==> src/rtl/core/via_pkg.sv <==
// Package for the timer 2 and interrupt subset of the interface adapter.
// Holds operation codes, the register map, widths, flag bit positions, port masks and shared types.
// No dependencies.
`default_nettype none

package via_pkg;

   // Operation carried by one input transaction.
   typedef enum logic [1:0] {
      OP_TICK  = 2'd0,
      OP_READ  = 2'd1,
      OP_WRITE = 2'd2
   } op_type;

   // Register select map.
   localparam logic [3:0] REG_ORB  = 4'd0;
   localparam logic [3:0] REG_ORA  = 4'd1;
   localparam logic [3:0] REG_DDRB = 4'd2;
   localparam logic [3:0] REG_DDRA = 4'd3;
   localparam logic [3:0] REG_T2L  = 4'd8;
   localparam logic [3:0] REG_T2H  = 4'd9;
   localparam logic [3:0] REG_ACR  = 4'd11;
   localparam logic [3:0] REG_PCR  = 4'd12;
   localparam logic [3:0] REG_IFR  = 4'd13;
   localparam logic [3:0] REG_IER  = 4'd14;
   localparam logic [3:0] REG_ORAN = 4'd15;

   // Widths and masks.
   localparam int unsigned LATCH_W   = 16;
   localparam int unsigned FLAG_W    = 7;
   localparam int unsigned T2_BIT    = 5;
   localparam int unsigned IER_SET   = 7;
   localparam logic [7:0]  ORB_MASK  = 8'h1f;
   localparam logic [7:0]  ORB_FORCE = 8'h40;

   // Commands from the register file to the timer 2 counter.
   typedef struct packed {
      logic tick;
      logic load;
   } t2_ctl_type;

endpackage

`default_nettype wire

==> src/rtl/core/via_timer2.sv <==
// Timer 2 tick countdown with reload from the 16-bit latch.
// Depends on via_pkg for the control struct and latch width.
`default_nettype none

module via_timer2
   import via_pkg::*;
#(
   parameter int unsigned PRESCALE_SHIFT = 2
) (
   input  wire logic               clock,
   input  wire logic               reset,
   input  wire t2_ctl_type         ctl,
   input  wire logic [LATCH_W-1:0] latch_next,
   output logic                    expire
);

   localparam int unsigned CNT_W = LATCH_W - PRESCALE_SHIFT;

   logic [CNT_W-1:0] ticks_left_ff;
   logic [CNT_W-1:0] ticks_left_in;
   logic [CNT_W-1:0] reload;
   logic [CNT_W-1:0] ticks_dec;

   // The reload value is the latch divided down by the prescaler.
   assign reload = latch_next[LATCH_W-1:PRESCALE_SHIFT];

   // A tick decrements a nonzero count; reaching zero is an expiry.
   assign ticks_dec = (ticks_left_ff == '0) ? ticks_left_ff : ticks_left_ff - CNT_W'(1);
   assign expire    = ctl.tick && (ticks_dec == '0);

   // Next count: a latch write reloads, an expiry reloads, otherwise count down.
   always_comb begin
      ticks_left_in = ticks_left_ff;
      if (ctl.load) begin
         ticks_left_in = reload;
      end else if (ctl.tick) begin
         ticks_left_in = expire ? reload : ticks_dec;
      end
   end

   always_ff @(posedge clock) begin
      if (reset) begin
         ticks_left_ff <= '0;
      end else begin
         ticks_left_ff <= ticks_left_in;
      end
   end

endmodule

`default_nettype wire

==> src/rtl/core/via_regs.sv <==
// Register file of the adapter subset: ports, direction registers, timer 2
// latches, ACR, PCR, interrupt flags and enables, and the read multiplexer.
// Depends on via_pkg for the register map, masks and timer control struct.
`default_nettype none

module via_regs
   import via_pkg::*;
(
   input  wire logic               clock,
   input  wire logic               reset,
   input  wire logic               fire,
   input  wire logic [1:0]         op,
   input  wire logic [3:0]         reg_addr,
   input  wire logic [7:0]         write_data,
   input  wire logic               expire,
   output t2_ctl_type              t2_ctl,
   output logic [LATCH_W-1:0]      latch_next,
   output logic [7:0]              read_data,
   output logic                    irq_next
);

   logic [7:0]        port_b_out_ff, port_b_out_in;
   logic [7:0]        port_a_out_ff, port_a_out_in;
   logic [7:0]        dir_a_ff, dir_a_in;
   logic [7:0]        dir_b_ff, dir_b_in;
   logic [7:0]        t2_latch_low_ff, t2_latch_low_in;
   logic [7:0]        t2_latch_high_ff, t2_latch_high_in;
   logic [7:0]        aux_control_ff, aux_control_in;
   logic [7:0]        periph_control_ff, periph_control_in;
   logic [FLAG_W-1:0] flag_bits_ff, flag_bits_in;
   logic [FLAG_W-1:0] enable_bits_ff, enable_bits_in;
   logic              irq_now;
   logic [7:0]        read_mux;
   logic              is_tick;
   logic              is_read;
   logic              is_write;

   assign is_tick  = (op == OP_TICK);
   assign is_read  = (op == OP_READ);
   assign is_write = (op == OP_WRITE);

   // Timer commands: a tick counts, a write to either latch byte reloads.
   assign t2_ctl.tick = fire && is_tick;
   assign t2_ctl.load = fire && is_write && ((reg_addr == REG_T2L) || (reg_addr == REG_T2H));
   assign latch_next  = {t2_latch_high_in, t2_latch_low_in};

   // Next state of the register file for the transaction being processed.
   always_comb begin
      port_b_out_in     = port_b_out_ff;
      port_a_out_in     = port_a_out_ff;
      dir_a_in          = dir_a_ff;
      dir_b_in          = dir_b_ff;
      t2_latch_low_in   = t2_latch_low_ff;
      t2_latch_high_in  = t2_latch_high_ff;
      aux_control_in    = aux_control_ff;
      periph_control_in = periph_control_ff;
      flag_bits_in      = flag_bits_ff;
      enable_bits_in    = enable_bits_ff;
      if (fire && is_tick) begin
         if (expire && enable_bits_ff[T2_BIT]) begin
            flag_bits_in[T2_BIT] = 1'b1;
         end
      end else if (fire && is_write) begin
         case (reg_addr)
            REG_ORB:  port_b_out_in = write_data;
            REG_ORA,
            REG_ORAN: port_a_out_in = write_data;
            REG_DDRB: dir_b_in = write_data;
            REG_DDRA: dir_a_in = write_data;
            REG_T2L:  t2_latch_low_in = write_data;
            REG_T2H: begin
               t2_latch_high_in     = write_data;
               flag_bits_in[T2_BIT] = 1'b0;
            end
            REG_ACR:  aux_control_in = write_data;
            REG_PCR:  periph_control_in = write_data;
            REG_IFR:  flag_bits_in = flag_bits_ff & ~write_data[FLAG_W-1:0];
            REG_IER: begin
               if (write_data[IER_SET]) begin
                  enable_bits_in = enable_bits_ff | write_data[FLAG_W-1:0];
               end else begin
                  enable_bits_in = enable_bits_ff & ~write_data[FLAG_W-1:0];
               end
            end
            default: ;
         endcase
      end
   end

   // Read multiplexer on the current state; reads change nothing.
   assign irq_now = |(flag_bits_ff & enable_bits_ff);

   always_comb begin
      case (reg_addr)
         REG_ORB:  read_mux = (port_b_out_ff & ORB_MASK) | ORB_FORCE;
         REG_ORA,
         REG_ORAN: read_mux = port_a_out_ff;
         REG_DDRB: read_mux = dir_b_ff;
         REG_DDRA: read_mux = dir_a_ff;
         REG_ACR:  read_mux = aux_control_ff;
         REG_PCR:  read_mux = periph_control_ff;
         REG_IFR:  read_mux = {irq_now, flag_bits_ff};
         REG_IER:  read_mux = {1'b0, enable_bits_ff};
         default:  read_mux = 8'h00;
      endcase
   end

   assign read_data = is_read ? read_mux : 8'h00;

   // The interrupt line follows the state after this transaction.
   assign irq_next = |(flag_bits_in & enable_bits_in);

   always_ff @(posedge clock) begin
      if (reset) begin
         port_b_out_ff     <= '0;
         port_a_out_ff     <= '0;
         dir_a_ff          <= '0;
         dir_b_ff          <= '0;
         t2_latch_low_ff   <= '0;
         t2_latch_high_ff  <= '0;
         aux_control_ff    <= '0;
         periph_control_ff <= '0;
         flag_bits_ff      <= '0;
         enable_bits_ff    <= '0;
      end else begin
         port_b_out_ff     <= port_b_out_in;
         port_a_out_ff     <= port_a_out_in;
         dir_a_ff          <= dir_a_in;
         dir_b_ff          <= dir_b_in;
         t2_latch_low_ff   <= t2_latch_low_in;
         t2_latch_high_ff  <= t2_latch_high_in;
         aux_control_ff    <= aux_control_in;
         periph_control_ff <= periph_control_in;
         flag_bits_ff      <= flag_bits_in;
         enable_bits_ff    <= enable_bits_in;
      end
   end

endmodule

`default_nettype wire

==> src/rtl/core/versatile_interface_timer2_irq.sv <==
// Timer 2 and interrupt subset of a 6522-style interface adapter.
// Each request transaction is a tick, a register read or a register write
// (req_op, req_reg_addr, req_write_data); each produces exactly one response
// transaction carrying rsp_read_data (zero except on reads) and rsp_irq, the
// OR of the enabled interrupt flags after the request took effect.
// A transaction moves when valid is high and stall is low on its channel.
// The register file and timer update in a single pass from the input register
// into the response register, which raises rsp_valid, once that slot frees.
// Throughput is one per cycle while the receiver does not stall.
// When the receiver stalls, the response register holds its payload; one
// more request is taken into the input register, after which req_stall rises
// until the response drains.
// Reset (synchronous, active high) empties both registers and clears all
// adapter registers and the countdown, so the first tick expires the timer.
// The countdown reloads with the 16-bit latch shifted right by PRESCALE_SHIFT.
// Depends on via_pkg, via_regs and via_timer2.
`default_nettype none

module versatile_interface_timer2_irq
   import via_pkg::*;
#(
   parameter int unsigned PRESCALE_SHIFT = 2
) (
   input  wire logic       clock,
   input  wire logic       reset,
   input  wire logic       req_valid,
   output logic            req_stall,
   input  wire logic [1:0] req_op,
   input  wire logic [3:0] req_reg_addr,
   input  wire logic [7:0] req_write_data,
   output logic            rsp_valid,
   input  wire logic       rsp_stall,
   output logic [7:0]      rsp_read_data,
   output logic            rsp_irq
);

   logic               in_valid_ff, in_valid_in;
   logic [1:0]         in_op_ff;
   logic [3:0]         in_addr_ff;
   logic [7:0]         in_data_ff;
   logic               out_valid_ff, out_valid_in;
   logic [7:0]         out_read_ff;
   logic               out_irq_ff;
   logic               accept;
   logic               advance;
   t2_ctl_type         t2_ctl;
   logic [LATCH_W-1:0] latch_next;
   logic               expire;
   logic [7:0]         read_data;
   logic               irq_next;

   // Handshake: the held transaction advances when the response slot frees.
   assign advance   = in_valid_ff && (!out_valid_ff || !rsp_stall);
   assign req_stall = in_valid_ff && !advance;
   assign accept    = req_valid && !req_stall;

   assign in_valid_in  = accept || (in_valid_ff && !advance);
   assign out_valid_in = advance || (out_valid_ff && rsp_stall);

   always_ff @(posedge clock) begin
      if (reset) begin
         in_valid_ff  <= 1'b0;
         out_valid_ff <= 1'b0;
      end else begin
         in_valid_ff  <= in_valid_in;
         out_valid_ff <= out_valid_in;
      end
   end

   // Input register.
   always_ff @(posedge clock) begin
      if (accept) begin
         in_op_ff   <= req_op;
         in_addr_ff <= req_reg_addr;
         in_data_ff <= req_write_data;
      end
   end

   via_regs u_regs (
      .clock      (clock),
      .reset      (reset),
      .fire       (advance),
      .op         (in_op_ff),
      .reg_addr   (in_addr_ff),
      .write_data (in_data_ff),
      .expire     (expire),
      .t2_ctl     (t2_ctl),
      .latch_next (latch_next),
      .read_data  (read_data),
      .irq_next   (irq_next)
   );

   via_timer2 #(
      .PRESCALE_SHIFT (PRESCALE_SHIFT)
   ) u_timer2 (
      .clock      (clock),
      .reset      (reset),
      .ctl        (t2_ctl),
      .latch_next (latch_next),
      .expire     (expire)
   );

   // Response register.
   always_ff @(posedge clock) begin
      if (advance) begin
         out_read_ff <= read_data;
         out_irq_ff  <= irq_next;
      end
   end

   assign rsp_valid     = out_valid_ff;
   assign rsp_read_data = out_read_ff;
   assign rsp_irq       = out_irq_ff;

endmodule

`default_nettype wire

==> config.mk <==
export PLATFORM = sky130hd
export DESIGN_NAME = versatile_interface_timer2_irq
export DESIGN_NICKNAME = d
export VERILOG_FILES = /design/src/rtl/core/via_pkg.sv /design/src/rtl/core/via_timer2.sv /design/src/rtl/core/via_regs.sv /design/src/rtl/core/versatile_interface_timer2_irq.sv
export SDC_FILE = /design/constraint.sdc
export NUM_CORES = 1
export LEC_CHECK = 0
export BUFFER_PORTS_ARGS = -buffer_cell sky130_fd_sc_hd__buf_4
export CAP_MARGIN = 10
export CELL_PAD_IN_SITES_DETAIL_PLACEMENT = 0
export CELL_PAD_IN_SITES_GLOBAL_PLACEMENT = 1
export CORE_MARGIN = 2
export CORE_UTILIZATION = 51
export CTS_CLUSTER_DIAMETER = 150
export DETAILED_ROUTE_END_ITERATION = 16
export MAX_ROUTING_LAYER = met4
export PLACE_DENSITY = 0.84
export SETUP_SLACK_MARGIN = 0.4
export SYNTH_ARGS = -nofsm -noshare
export SYNTH_HDL_FRONTEND = slang
export SYNTH_HIERARCHICAL = 1
export SYNTH_SLANG_ARGS = --single-unit
==> constraint.sdc <==
create_clock -name clock -period 12.95 [get_ports clock]
set_input_delay 3.885 -clock clock [delete_from_list [all_inputs] [get_ports clock]]
set_output_delay 3.885 -clock clock [all_outputs]
set_load 0.05 [all_outputs]
Word-level counts from Yosys, hierarchy flattened
Index checks and enable logic that the tools add are counted.

word-level totals
  flip-flop bits (word level) = 114
  word-level logic and storage cells = 94

operators by class
  $add $sub $neg = 1
  eq/ne operators = 12
  multiplexer cells = 23
  bitwise logic cells = 7
  reductions and logical operators = 32

operators by type and width
  kind                   count
  $pmux 8 s8             1
  $mux 14                4
  $mux 8                 6
  $mux 7                 5
  $and 7x7->7            4
  $eq 4x4->1 const B     7
  $logic_not 14->1       2
  $reduce_and 3->1       7
  $reduce_or 7->1        2
  $sub 14x1->14 const B  1
  $mux 5                 2
  $logic_and 1x1->1      9
  $eq 4x2->1 const B     2
  $not 7->7              1
  $or 7x7->7             1
  $eq 4x1->1 const B     1
  $logic_not 1->1        4
  $logic_not 4->1        1
  $logic_or 1x1->1       4
  $mux 1                 4
  $eq 2x1->1 const B     1
  $eq 2x2->1 const B     1
  $logic_not 2->1        1
  $pmux 1 s2             1
  3 further kinds        3

Depth between registers and ports, before layout
Gate-level depths: netlist of run 1.

  word-level depth = 10
  gate-level depth with buffers = 15
  mapped depth without buffers = 12

By module
Netlist of run 1, hierarchy kept.

modules (own cells, without submodules)
  module                          times used  cells each  area an instance (um^2)
  via_regs                        1           409         3643.5
  via_timer2                      1           177         1330.0
  versatile_interface_timer2_irq  1           33          777.0

Worst setup path before layout of run 1
No wires, ideal clock.

  path kind = input to output
  start point = in rsp_stall
  end point = out req_stall
  arrival time = 4.305 ns
  required time = 9.065 ns
  setup slack = 4.760 ns
  stages = 2
  path through = nand3_2 -> inv_1

between the ends
  longest elaborated chain between the ends = 5

ends and longest elaborated chain
  element             line                                  source
  start: declaration  versatile_interface_timer2_irq.sv:32  input wire logic rsp_stall,
  $logic_not 1->1     versatile_interface_timer2_irq.sv:53  assign advance = in_valid_ff && (!out_valid_ff || !rsp_stall);
  $logic_or 1x1->1    versatile_interface_timer2_irq.sv:53
  $logic_and 1x1->1   versatile_interface_timer2_irq.sv:53
  $logic_not 1->1     versatile_interface_timer2_irq.sv:54  assign req_stall = in_valid_ff && !advance;
  $logic_and 1x1->1   versatile_interface_timer2_irq.sv:54
  end: declaration    versatile_interface_timer2_irq.sv:27  output logic req_stall,

Every way passes these cells.

Final worst setup path of run 1
Same ends and word-level chain as after synthesis.

==> results of run 1 <==
[area by class of cell]
cell class,count,area [sq um]
timing repair buffer,33,248
clock inverter,6,37.5
clock buffer,10,128
sequential,112,2470
inverter,10,42.5
fill,1041,4870
tap,140,175
multi-input combinational,439,2860
[per-layer routing]
layer,GRT usage,part of all wire
met5,-,0
met4,0.0714,0.015
met3,0.0498,0.051
met2,0.368,0.45
met1,0.359,0.49
[worst paths after layout]
kind,end,cells after the start,startpoint
max,req_stall,4,rsp_stall
min,u_regs/dir_b_ff[1]$_SDFFE_PP0P_,2,u_regs/dir_b_ff[1]$_SDFFE_PP0P_
max reg2reg,rsp_irq$_DFFE_PP_,12,u_timer2/ticks_left_ff[0]$_SDFFE_PP0P_
min reg2reg,u_regs/dir_b_ff[1]$_SDFFE_PP0P_,2,u_regs/dir_b_ff[1]$_SDFFE_PP0P_
[power by group through the flow]
stage               clock (mW)  combinational [mW]  sequential [mW]
floorplan                    0              0.0800            0.380
global placement             0              0.0947            0.384
detailed placement           0              0.0947            0.384
CTS                      0.190              0.0952            0.376
global route             0.204               0.106            0.378
finish                   0.185              0.0974            0.377
[critical path, cell delays in order]
cell and delay (ns):
buf_4 0.10, nand3_2 0.09, inv_1 0.08, buf_4 0.19
[layout by cell type (no fill, tap or decap), drive strengths merged, types with 16 or more instances in the layout]
| cell | instances |
|---|---|
| dfxtp | 89 |
| mux2i | 36 |
| nand3 | 23 |
| nor2 | 57 |
| a22oi | 20 |
| o21ai | 28 |
| mux2 | 16 |
| and2b | 18 |
| nand2 | 55 |
| buf | 33 |
| edfxtp | 23 |
| a21oi | 62 |
==> run metrics, run 1 <==
status finished, final reports clean; per-cell routed wire length 18.9 microns; Residual DRC 0; fmax 0.121 GHz; critical path required time between 9 and 10 ns; core area roughly 11000 sq um; Ys Warns 6; Setup Viol. Count Final 0; Die Span Y 109 microns; Routed WL 14.2 mm; Int Power 468 uW; routability cong. roughly 0.93; first-pass GRT wire length 22.6 mm; DP HPWL 9.42 mm; Hold Slack ~0.46 ns; row count 38; Sw Ratio 0.291; Final Util 0.550; final cell count without fillers 750; Setup CP Type in -> out; max reg flops 14; initial antenna violation count 0; unrepaired setup endpoints after global routing false; Area Overhead vs Synth 5.18%; peak supply drop 0.106 mV; clk sink count 112; CTS Hold Buffers Added 0; critical path capture point type output port; setup tns final 0 ns; Final Total Pwr 659 uW; CTS max path bufs 2; Num CTS Buffers 9; clock share of power 0.281; Comb pwr share 0.148; Post-CTS Setup Inserts 0; P_leak 2.17 nW; CTS HTree Levels 3; Psw 192 uW; Syn Std Cell Area 5670 sq um; n_diodes 0; Max-Cap Viols 0; vias in the first global route 4246; Arrival @ worst endpoint approximately 4.4 ns; CTS tree yes; crit path time final 8.23 ns; sequential cell fraction of total power 0.572; later-pin clock latency in the skew report 0.38 ns; via count between 4000 and 5000; Place WS roughly 4.7 ns; post-route setup slack 4.72 ns; I/O pin cnt 29; Initial Util 0.523; Clock Pin Slew Worst Setup and Hold Paths 0.10 ns; Post-DP Area 5800 sq um; post-synthesis cell count approximately 600; post-cts repair resize count 0; startpoint types input port; hold violation count in the final report 0; via/cell ratio 6.12; First-pass DRT Iterations 5; syn avg cell area 9.25 sq um; pwr/cell area 110 nW/um^2; remaining antenna violation count 0; Tcrit/Tclk final 0.636; GRT overflow 0; DR iter-0 viols 386; Syn Nets 632; Post-Route Skew between 0.015 and 0.02 ns; max-slew violation count 0; r2r setup slk 9.13 ns; all-layer global routing usage 0.253; CP Max Fanout 3; layout cell share with drive strength beyond 1 0.167; Worst Tran Pin Value around 1.1 ns; largest net degree at the start of global routing 94; Root Buffer clkbuf_8; worst min-delay path class reg -> reg; dpl cells between 700 and 800; Biggest register u_timer2/ticks_left_ff; PortBufs 28; die area around 12000 sq um; Die W 109 microns; Worst slew margin 0.281; cell area after layout 5970 sq um; Nets 624
Note: power is estimated with default switching activity, not from simulation.
==> run 2, diff against run 1 <==
--- a/config.mk
+++ b/config.mk
@@ -5,16 +5,17 @@
 export SDC_FILE = /design/constraint.sdc
 export NUM_CORES = 1
 export LEC_CHECK = 0
+export ABC_AREA = 1
 export BUFFER_PORTS_ARGS = -buffer_cell sky130_fd_sc_hd__buf_4
 export CAP_MARGIN = 10
 export CELL_PAD_IN_SITES_DETAIL_PLACEMENT = 0
 export CELL_PAD_IN_SITES_GLOBAL_PLACEMENT = 1
 export CORE_MARGIN = 2
-export CORE_UTILIZATION = 51
+export CORE_UTILIZATION = 41
 export CTS_CLUSTER_DIAMETER = 150
 export DETAILED_ROUTE_END_ITERATION = 16
 export MAX_ROUTING_LAYER = met4
-export PLACE_DENSITY = 0.84
+export PLACE_DENSITY = 0.77
 export SETUP_SLACK_MARGIN = 0.4
 export SYNTH_ARGS = -nofsm -noshare
 export SYNTH_HDL_FRONTEND = slang
==> constraint.sdc (replaced) <==
create_clock -name clock -period 6.65 [get_ports clock]
set_input_delay 1.995 -clock clock [delete_from_list [all_inputs] [get_ports clock]]
set_output_delay 1.995 -clock clock [all_outputs]
set_load 0.05 [all_outputs]
==> run 2 against run 1 <==
  * Synthesized area rose by 2.5%
  * Clock skew fell by 0.0061 ns
  * Critical endpoint is now u_timer2/ticks_left_ff[13]$_SDFFE_PP0P_
  * Core utilization fell by 9.5 points
  * Synthesized cell count rose by 34%
  * Sequential share of layout area fell by 2.3 points
  * Die area rose by 26%
  * Sequential power rose by 92%
  * Register-to-register slack got worse by 5.7 ns
==> run metrics, run 2 <==
per-cell routed wire length 14.7 microns; Setup Viol. Count Final 0; Hold Path End u_regs/dir_b_ff[4]$_SDFFE_PP0P_; dpl cells 1001; remaining antenna violation count 0; CTS HTree Levels 3; vias in the first global route between 4000 and 5000; WHS Path Cells 2; Max-Cap Viols 0; First-pass DRT Iterations 5; final cell count without fillers roughly 1000; Die W 123 microns; Num CTS Buffers 9; max reg flops 14; multi-input combinational cell area 2700 sq um; Area Overhead vs Synth 8.74%; hold violation count in the final report 0; die area 15100 sq um; Nets 851; CP Max Fanout 14; largest net degree at the start of global routing 50; Worst Tran Pin Value 1.02 ns; Routed WL 15.0 mm; fmax approximately 0.22 GHz; Biggest register u_timer2/ticks_left_ff; Tcrit/Tclk final 0.686; launching point of the worst reg2reg path in_valid_ff$_SDFF_PP0_; Root Buffer clkbuf_16; post-cts repair resize count 0; via/cell ratio 4.99; Arrival @ worst endpoint about 5 ns; via count 5075; syn avg cell area 7.10 sq um; Ys Warns 6; commonest cells after routing, fill and taps aside 230 x nand2_1, 105 x inv_1, 105 x nor2_1; pwr/cell area about 230 nW/um^2; Residual DRC 0; sequential cell area ~2500 sq um; Initial Util 0.419; CTS Hold Buffers Added 0; Syn Std Cell Area 5810 sq um; PortBufs 28; Place WS 1.75 ns; post-route setup slack 2.09 ns; status finished, final reports clean; startpoint types input port; CTS tree yes; post-synthesis cell count just over 800; r2r setup slk 3.46 ns; worst min-delay path class reg -> reg; DP HPWL 11.0 mm; Post-Route Skew about 0.0098 ns; later-pin clock latency in the skew report 0.35 ns; all-layer global routing usage 0.217; Worst slew margin 0.321; unrepaired setup endpoints after global routing false; Die Span Y around 120 microns; CTS max path bufs 2; first-pass GRT wire length 24.4 mm; Post-CTS Setup Inserts 0; clk sink count between 100 and 150; row count 43; Hold Crit Start u_regs/dir_b_ff[4]$_SDFFE_PP0P_; crit path time final 4.56 ns; routability cong. 0.887; Setup CP Type in -> reg; critical path capture point type register; Clock Pin Slew Worst Setup and Hold Paths 0.07 ns; layout cell share with drive strength beyond 1 0.124; critical path required time 6.95 ns; DR iter-0 viols around 400; initial antenna violation count 0; cell area after layout 6320 sq um; core area 13900 sq um; Layout fillers 1435; commonest non-fill, non-tap cell in the layout nand2_1; peak supply drop 0.157 mV; max-slew violation count 0; Final Util 0.455; Syn Nets 838; I/O pin cnt 29; setup tns final 0 ns; GRT overflow 0; RR Endpoint u_timer2/ticks_left_ff[13]$_SDFFE_PP0P_; n_diodes 0; P_leak 3.00 nW; Post-DP Area about 6100 sq um; R2R depth 13
==> run 2: through the flow <==
step / hold slack [ns] / power (mW)
3_3_place_gp: 0.467 / 0.983
3_5_place_dp: 0.472 / 0.984
5_1_grt: 0.509 / 1.55
4_1_cts: 0.488 / 1.49
6_report: 0.488 / 1.47
2_1_floorplan: 0.452 / 0.932
==> run 2: how the worst max path moves through the flow <==
| stage | startpoint | slack [ns] | cells after the start | end |
|---|---|---|---|---|
| 2_1_floorplan | rsp_stall | 2.24 | 2 | req_stall |
| 3_3_place_gp | rsp_stall | 1.88 | 13 | u_timer2/ticks_left_ff[2]$_SDFFE_PP0P_ |
| 3_5_place_dp | rsp_stall | 1.75 | 13 | u_timer2/ticks_left_ff[6]$_SDFFE_PP0P_ |
| 4_1_cts | rsp_stall | 2.12 | 13 | u_timer2/ticks_left_ff[13]$_SDFFE_PP0P_ |
| 5_1_grt | rsp_stall | 1.73 | 13 | u_timer2/ticks_left_ff[11]$_SDFFE_PP0P_ |
| 6_report | rsp_stall | 2.09 | 13 | u_timer2/ticks_left_ff[13]$_SDFFE_PP0P_ |
==> run 2: cell type report <==
| type | instances | area share |
|---|---|---|
| Tap cell | 180 | 0.0356 |
| Inverter | 114 | 0.0687 |
| Multi-Input combinational cell | 565 | 0.427 |
| Timing Repair Buffer | 30 | 0.0356 |
| Clock buffer | 13 | 0.0396 |
| Sequential cell | 112 | 0.391 |
| Clock inverter | 3 | 0.00277 |
==> run 2: per-layer routing <==
| layer | global-route usage | part of all wire |
|---|---|---|
| met5 | - | 0 |
| met4 | 0.0916 | 0.024 |
| met3 | 0.0249 | 0.038 |
| met2 | 0.330 | 0.45 |
| met1 | 0.293 | 0.49 |
==> run 2: critical path, cell delays in order <==
cell,delay [ns]
buf_4,0.12
a21oi_1,0.11
buf_4,0.23
nand3_1,0.58
nor2_2,0.30
nand3_1,0.39
nand2_1,0.24
inv_1,0.30
o21ai_4,0.27
nand2_1,0.12
nand3_1,0.09
nand2_1,0.05
inv_1,0.04
==> run 2: where the power goes <==
group          internal (mW)  switching, mW
combinational         0.0802          0.164
clock                  0.264          0.240
sequential             0.707         0.0163
total                   1.05          0.421
==> run 3, diff against run 2 <==
--- a/config.mk
+++ b/config.mk
@@ -11,11 +11,11 @@
 export CELL_PAD_IN_SITES_DETAIL_PLACEMENT = 0
 export CELL_PAD_IN_SITES_GLOBAL_PLACEMENT = 1
 export CORE_MARGIN = 2
-export CORE_UTILIZATION = 41
+export CORE_UTILIZATION = 45
 export CTS_CLUSTER_DIAMETER = 150
 export DETAILED_ROUTE_END_ITERATION = 16
 export MAX_ROUTING_LAYER = met4
-export PLACE_DENSITY = 0.77
+export PLACE_DENSITY = 0.8
 export SETUP_SLACK_MARGIN = 0.4
 export SYNTH_ARGS = -nofsm -noshare
 export SYNTH_HDL_FRONTEND = slang
==> constraint.sdc (replaced) <==
create_clock -name clock -period 4.44 [get_ports clock]
set_input_delay 1.332 -clock clock [delete_from_list [all_inputs] [get_ports clock]]
set_output_delay 1.332 -clock clock [all_outputs]
set_load 0.05 [all_outputs]
==> run 3 against run 2 <==
  * Final area increased by 0.59%
  * Sequential share of layout area decreased by 0.23 points
  * Count of clock-buffer cells in the layout unchanged
  * Register-to-register slack got worse by 2.1 ns
  * Sequential cell count unchanged
  * Global-route usage increased by 0.56 points
  * Combinational power increased by 51%
  * Wire length decreased by 1.7%
  * Sequential power increased by 49%
  * Total power increased by 55%
  * Worst hold slack got worse by 0.0024 ns
  * Critical path type unchanged
  * Largest cell class unchanged
==> run metrics, run 3 (synthesis results as in run 2) <==
status finished, final reports clean; grt met2 use 0.302; Setup CP Type in -> reg; CTS Hold Buffers Added 0; max-slew violation count 0; via count 5028; Worst Tran Pin Value 1.05 ns; max reg flops 14; worst-path cell chain buf_4 > a21oi_1 > nand3_1 > nor2_1 > nand2_2 > nand2_1 > nor2_2 > inv_1 > nor2_1 > nor2_1 > nand2_1 > inv_1; per-cell routed wire length between 10 and 15 microns; n_diodes 0; later-pin clock latency in the skew report 0.35 ns; GRT overflow 0; GRT busiest layer met1; Num CTS Buffers 9; Bufs and invs on worst path 3; fmax 0.296 GHz; P_leak 3.03 nW; DR iter-0 viols about 440; CTS max path bufs 2; Initial Util 0.461; Tcrit/Tclk final 0.760; Final Total Pwr 2.28 mW; DP HPWL 10.6 mm; layout cell share with drive strength beyond 1 0.129; critical path capture point type register; PortBufs 28; crit path max-delay cell type nor2_2; Root Buffer clkbuf_16; Routed WL 14.7 mm; Biggest register u_timer2/ticks_left_ff; Die Span Y 118 microns; met1 Use GR 0.333; Max-Cap Viols 0; Residual DRC 0; commonest cells after routing, fill and taps aside 230 x nand2_1, 105 x inv_1, 104 x nor2_1; R2R depth 18; CP top delay family simple AND/OR/NAND/NOR gates; Post-Route Skew roughly 0.013 ns; startpoint types input port; WHS Path Cells 2; CTS tree yes; row count 41; CP dominant cell by count nor2_1; post-cts repair resize count 0; Setup Viol. Count Final 0; largest net degree at the start of global routing 50; unrepaired setup endpoints after global routing false; First-pass DRT Iterations 5; I/O pin cnt 29; all-layer global routing usage 0.222; pwr/cell area approximately 360 nW/um^2; CP Max Fanout 17; commonest non-fill, non-tap cell in the layout nand2_1; Crit path largest cell delay roughly 0.53 ns; hold violation count in the final report 0; crit path time final between 3 and 4 ns; setup tns final 0 ns; CTS HTree Levels 3; Worst slew margin 0.298; met3 usage 0.0431; Area Overhead vs Synth 9.38%; Worst path depth 12; routability cong. 0.888; clk sink count 112; peak supply drop about 0.33 mV; worst min-delay path class reg -> reg; Post-CTS Setup Inserts 0; Die W around 120 microns; Nets 852; via/cell ratio ~5; initial antenna violation count 0; Clock Pin Slew Worst Setup and Hold Paths 0.08 ns; remaining antenna violation count 0; die area 13800 sq um; first-pass GRT wire length approximately 24 mm; Arrival @ worst endpoint 3.63 ns; core area between 10000 and 15000 sq um; vias in the first global route 4554; critical path required time approximately 4.7 ns
[run 3: layout make-up]
| cell class | count | area [sq um] |
|---|---|---|
| fillers | 1312 | 6260 |
| multi-input cells | 565 | 2700 |
| flip-flops and latches | 112 | 2470 |
| inverters | 114 | 434 |
| clock buffers | 13 | 283 |
| repair buffers | 31 | 233 |
| well taps | 172 | 215 |
| clock inverters | 3 | 22.5 |
[run 3: power by group]
group	leakage (nW)	internal (mW)	switching (mW)	total, mW
clock	0.150	0.451	0.372	0.824
sequential	0.940	1.06	0.0246	1.08
combinational	1.94	0.120	0.249	0.369
total	3.03	1.63	0.646	2.28
[run 3: worst reg2reg max path, delay by kind of cell, from the launching register on]
| family | cells | cell delay (ns) |
|---|---|---|
| simple gates | 13 | 1.74 |
| fa+ha+maj | 1 | 0.40 |
| flops | 1 | 0.32 |
| buf+inv | 3 | 0.35 |
| compound gates | 1 | 0.16 |
[run 3: stage by stage]
step / util / cells / area [sq um] / hold WS, ns / setup slack, ns
after detailed placement: 0.479 / 994 / 6050 / 0.472 / 0.378
after CTS: 0.504 / 1010 / 6360 / 0.488 / 0.750
final: 0.504 / 1010 / 6360 / 0.485 / 1.06
after global placement: 0.479 / 994 / 6050 / 0.466 / 0.490
after floorplan: - / 819 / 5810 / 0.452 / 0.733
after global routing: 0.504 / 1010 / 6360 / 0.501 / 0.801
[run 3: path summary, 6_finish.rpt]
| check | to | startpoint | slack (ns) |
|---|---|---|---|
| worst max-delay path | u_timer2/ticks_left_ff[2]$_SDFFE_PP0P_ | rsp_stall | 1.06 |
| worst min-delay path | u_regs/dir_b_ff[3]$_SDFFE_PP0P_ | u_regs/dir_b_ff[3]$_SDFFE_PP0P_ | 0.49 |
| worst max register to register | rsp_irq$_DFFE_PP_ | u_timer2/ticks_left_ff[0]$_SDFFE_PP0P_ | 1.37 |
| worst min register to register | u_regs/dir_b_ff[3]$_SDFFE_PP0P_ | u_regs/dir_b_ff[3]$_SDFFE_PP0P_ | 0.49 |
[run 3: per-layer routing]
layer | share of wire | vias to the layer above
met5 | 0 | -
met4 | 0.017 | 0
met3 | 0.057 | 13
met2 | 0.41 | 134
met1 | 0.51 | 2274
li1 | - | 2607
